[src/hdl/dfa_csc_pkg.sv]
// Shared constants for the DFA content sequence checker: word kinds,
// register indexes, field widths and default sizes.
// No dependencies.
package dfa_csc_pkg;

  // default sizes of the stores and of the child counter
  localparam int              DEF_MAX_STATES   = 256;
  localparam int              DEF_MAX_SYMBOLS  = 64;
  localparam longint unsigned DEF_MAX_CHILDREN = 64'd65535;

  // field widths of the input and result words
  localparam int KIND_W   = 3;
  localparam int ID_W     = 32;
  localparam int STIDX_W  = 8;
  localparam int SYMIDX_W = 6;
  localparam int NEXT_W   = 8;
  localparam int FAIL_W   = 16;
  localparam int MAPSZ_W  = 7;

  localparam int IN_DATA_W  = 56;
  localparam int OUT_DATA_W = 24;

  // configuration port
  localparam int CFG_AW = 3;
  localparam int CFG_DW = 32;

  typedef logic [KIND_W-1:0] kind_t;

  localparam kind_t KIND_LOAD_MAP   = 3'd0;
  localparam kind_t KIND_LOAD_TRANS = 3'd1;
  localparam kind_t KIND_LOAD_FINAL = 3'd2;
  localparam kind_t KIND_CHILD      = 3'd3;
  localparam kind_t KIND_END        = 3'd4;

  // register index, taken from paddr[2]
  localparam logic REG_MAP_SIZE = 1'b0;
  localparam logic REG_EMPTY_OK = 1'b1;

endpackage

[src/hdl/dfa_csc_symmap.sv]
// Symbol map of the DFA checker: element id store with one comparator per
// slot, registered match vector and lowest-slot priority encoder.
// Depends on dfa_csc_pkg.
module dfa_csc_symmap #(
  parameter int MAX_SYMBOLS = dfa_csc_pkg::DEF_MAX_SYMBOLS
) (
  input  logic                            clk,
  input  logic                            wr_en,
  input  logic [$clog2(MAX_SYMBOLS)-1:0]  wr_addr,
  input  logic [dfa_csc_pkg::ID_W-1:0]    wr_data,
  input  logic                            cmp_en,
  input  logic [dfa_csc_pkg::ID_W-1:0]    cmp_id,
  input  logic [dfa_csc_pkg::MAPSZ_W-1:0] limit,
  output logic [$clog2(MAX_SYMBOLS)-1:0]  slot,
  output logic                            hit
);
  import dfa_csc_pkg::*;

  localparam int SYM_AW = $clog2(MAX_SYMBOLS);

  logic [ID_W-1:0]        map_mem [MAX_SYMBOLS];
  logic [MAX_SYMBOLS-1:0] match_vec_r;

  always_ff @(posedge clk) begin
    if (wr_en) begin
      map_mem[wr_addr] <= wr_data;
    end
  end

  // compare every live slot against the child id
  always_ff @(posedge clk) begin
    if (cmp_en) begin
      for (int i = 0; i < MAX_SYMBOLS; i++) begin
        match_vec_r[i] <= (map_mem[i] == cmp_id) && (i < int'(limit));
      end
    end
  end

  // lowest matching slot wins
  always_comb begin
    slot = '0;
    hit  = 1'b0;
    for (int i = MAX_SYMBOLS - 1; i >= 0; i--) begin
      if (match_vec_r[i]) begin
        slot = SYM_AW'(i);
        hit  = 1'b1;
      end
    end
  end

endmodule

[config.mk]
export PLATFORM = sky130hd
export DESIGN_NAME = dfa_csc_symmap
export DESIGN_NICKNAME = d
export VERILOG_FILES = /design/src/hdl/dfa_csc_pkg.sv /design/src/hdl/dfa_csc_symmap.sv
export SDC_FILE = /design/constraint.sdc
export NUM_CORES = 2
export LEC_CHECK = 0
export ABC_AREA = 1
export BUFFER_PORTS_ARGS = -buffer_cell sky130_fd_sc_hd__buf_2
export CORE_UTILIZATION = 57
export DETAILED_ROUTE_END_ITERATION = 10
export PLACE_DENSITY = 0.76
export SYNTH_ARGS = -nofsm -noshare
export SYNTH_HDL_FRONTEND = slang
export SYNTH_SLANG_ARGS = --single-unit
[constraint.sdc]
create_clock -name clk -period 3.2 [get_ports clk]
set_input_delay 0.16 -clock clk [delete_from_list [all_inputs] [get_ports clk]]
set_output_delay 0.16 -clock clk [all_outputs]
set_load 0.01 [all_outputs]
==> metrics <==
fin. max-slew vios=0; TritonCTS buffer count=approximately 200; Crit path depth=64; Row Count=between 100 and 150; M1 GR Usage=between 50% and 60%; Num Clock Sinks=between 2000 and 2500; routability cong.=around 0.98; failing checks=setup timing; top_reg_cell synth=edfxtp_1; Syn. warnings=0; pin count of the biggest net entering global routing=65; Post-Syn Area=~90000 µm²; outcome=complete, but fails checks; Clock Path Buffers=3; Sw Share=a little under a quarter; GRT busiest layer=met2; antenna violations before repair=33; met3 GRT Util=a little under an eighth; drt pass-1 iters=6; R2R Setup Slk=between 0.8 and 0.9 ns; TritonCTS clock tree=built; Startpoint Class=register; ys async rst share=0%; met2 Usage GRT=60.1%; Most Frequent Cell on Critical Path=nand2_1; Leak Pwr=33.3 nW; final clock skew=0.0431 ns; P_sw=between 10 and 15 mW; Detail Route Antenna Nets=0; Area after DPL=96000 µm²; Post-DP HPWL=185000 µm; IO Pins=87; share of the synthesized area in the top cell type=a little over two thirds; WP data arrival=roughly 4.9 ns; Die Span Y=399 µm; CTS H-tree lvls=4; Post-Syn Area per Cell=between 10 and 15 µm²; EDFF count, synth=between 2000 and 2500; Clock Pin Slew Worst Setup and Hold Paths=~0.060 ns; Wirelength per Cell=approximately 36 µm; post-synth top area cell=edfxtp_1; die width=approximately 400 µm; worst-skew pair later-pin latency=between 0.8 and 0.9 ns; Congestion Overflow GR=0; DRT iter0 DRCs=11000; CORE AREA=roughly 160000 µm²; number of I/O port buffers=86; Initial Util=57.5%; worst slack at placement=-0.941 ns; ranking of synthesized cells by area=edfxtp_1 70%, xnor2_1 8.1%, nand2_1 3.6%, xor2_1 3.3%, or2_2 2.1%; vias in the first global route=around 59000; Max Fclk=197 MHz; fillcell total=~11000; Final period util=158%; clock group share of total power=39.7%; Buf+Inv Stages, Crit Path=2; cell area after layout=around 100000 µm²; maxcap violations=0; setup TNS=-3.16 ns; first-pass GRT wire length=444000 µm; worst r2r src=map_mem[59][23]; synthesized instance count=around 6400; Final Setup Violations=3; synthesis-stage register bit count=2112; Reg power frac=between 50% and 60%; worst r2r dst=match_vec_r[59]; drt total wl=324000 µm; # DRC=0; critical path required time=a little over 3 ns; Min Hold Slack=around 0.066 ns; Max IR drop VDD=between 500 and 600 µV; Die ar.=around 160000 µm²; Setup CP Type=reg2out; sequential fraction of the synthesis area=70.4%; top cells by count, synth=2112 x edfxtp_1, 866 x nand2_1, 831 x xnor2_1; most frequent cell after synthesis=edfxtp_1; clk root buf=clkbuf_16; final layout net count=around 6900; crit path capture type=output port; Hold/Removal Path Class=in2reg; CP startpoint=match_vec_r[62]; CP max stage cell=edfxtp_1; vias per cell=6.84; GRT Resource Usage Total=around two fifths; Rel. slew slack=between 20% and 30%; Worst path top cell family by delay=simple AND/OR/NAND/NOR gates; CP max FO=2; syn nets=6502; Slowest Stage Delay on Critical Path=around 0.40 ns; Slew @ Worst Pin=around 1.2 ns; combinational power share=roughly 8.0%; Vias=61900; RSZ-0062 raised after global routing=yes; share of layout cells above drive strength 1=between 15 and 20%; Netlist cell types=~40; final worst slack=-1.87 ns; Pwr Total=around 59 mW; minimum clock period=just over 5 ns; Power Dens Cells=between 500 and 600 nW/µm²; synth-to-layout area growth=14.4%; Fin. Hold Viols=0; R2R cell count=6; cell-internal power=44.8 mW; crit path to=slot[0]
==> stage by stage <==
step                std cells  util, %
finish                   9049     65.8
global route             9035     65.7
CTS                      9030     65.7
detailed placement       8612     61.3
global placement         8612     61.3
floorplan                6422        -
==> how the worst min path moves through the flow <==
stage	startpoint	to	slack (ns)	cells after the start
CTS	wr_data[10]	map_mem[47][10]	0.006	1
global placement	map_mem[13][27]	match_vec_r[13]	0.66	3
detailed placement	map_mem[12][12]	match_vec_r[12]	0.67	3
global route	wr_data[10]	map_mem[47][10]	0.03	1
finish	cmp_id[27]	match_vec_r[13]	0.07	4
floorplan	wr_data[0]	map_mem[0][0]	0.26	0
==> cells in the final DEF (no fill, tap or decap), drive strengths merged, types with 15 or more instances in the layout <==
cell type and n:
a2111oi 26, a211oi 23, a221oi 162, a22o 86
buf 447, bufinv 21, clkbuf 251, clkinv 124
diode 18, dlygate4sd3 34, edfxtp 2112, inv 140
nand2 866, nand3 86, nand4 179, nor2 218
nor4 194, nor4b 15, o2111ai 26, o21ai 254
o22ai 146, or2 296, xnor2 831, xor2 339
==> worst reg2reg max path: stages (launching register included) <==
cell       delay [ns]
edfxtp_1         0.43
nand2_1          0.12
o21ai_0          0.10
or4_1            0.51
a2111oi_0        0.58
nand4_1          0.17
nor2_1           0.25
==> metal layers <==
| metal | routed length (µm) | up-vias |
|---|---|---|
| met5 | 172 | - |
| met4 | 28700 | 24 |
| met3 | 52700 | 1515 |
| met2 | 139000 | 5816 |
| met1 | 104000 | 30000 |
| li1 | - | 24500 |
==> sequential cells by signal, summed over array words and instances, names as in the netlist <==
signal,cells
map_mem,2048
match_vec_r,64
==> cell type report <==
type,count,area (µm²),share of cell area [%]
Tap cell,2058,2570,2.50
Multi-Input combinational cell,3843,25100,24.3
Clock buffer,251,5300,5.15
Clock inverter,131,1100,1.07
Inverter,155,692,0.672
Sequential cell,2112,63400,61.6
Antenna cell,18,45.0,0.0437
Timing Repair Buffer,481,4790,4.65
==> power by group through the flow <==
stage	Combinational (mW)	Clock (mW)	Sequential [mW]
2_1_floorplan	1.85	0	31.3
3_3_place_gp	4.33	0	31.3
3_5_place_dp	4.40	0	31.3
4_1_cts	4.47	23.3	30.7
5_1_grt	4.68	24.3	30.7
6_report	4.71	23.4	30.7
==> logic make-up (layout without fill, tap and decap cells) <==
group                  Yosys count  in the layout  share of synthesized area (%)
flip-flops                    2112           2112                           70.4
AND/OR/NAND/NOR               1887           1887                           10.0
XOR/XNOR                      1170           1170                           11.4
AO/OA/AOI/OAI                  786            786                           6.09
buffers and inverters          467           1018                           2.07
other                            0             18                              0
==> repair_timing <==
item | CTS | global route
hold endpoints to repair | 865 | 0
pin swaps | 5 | 12
setup buffers | 2 | 1
hold buffers | 34 | 0
endpoints found under the setup margin | 7 | 5
resized for setup | 19 | 8
No activity file was read; power rests on OpenSTA's default activity.
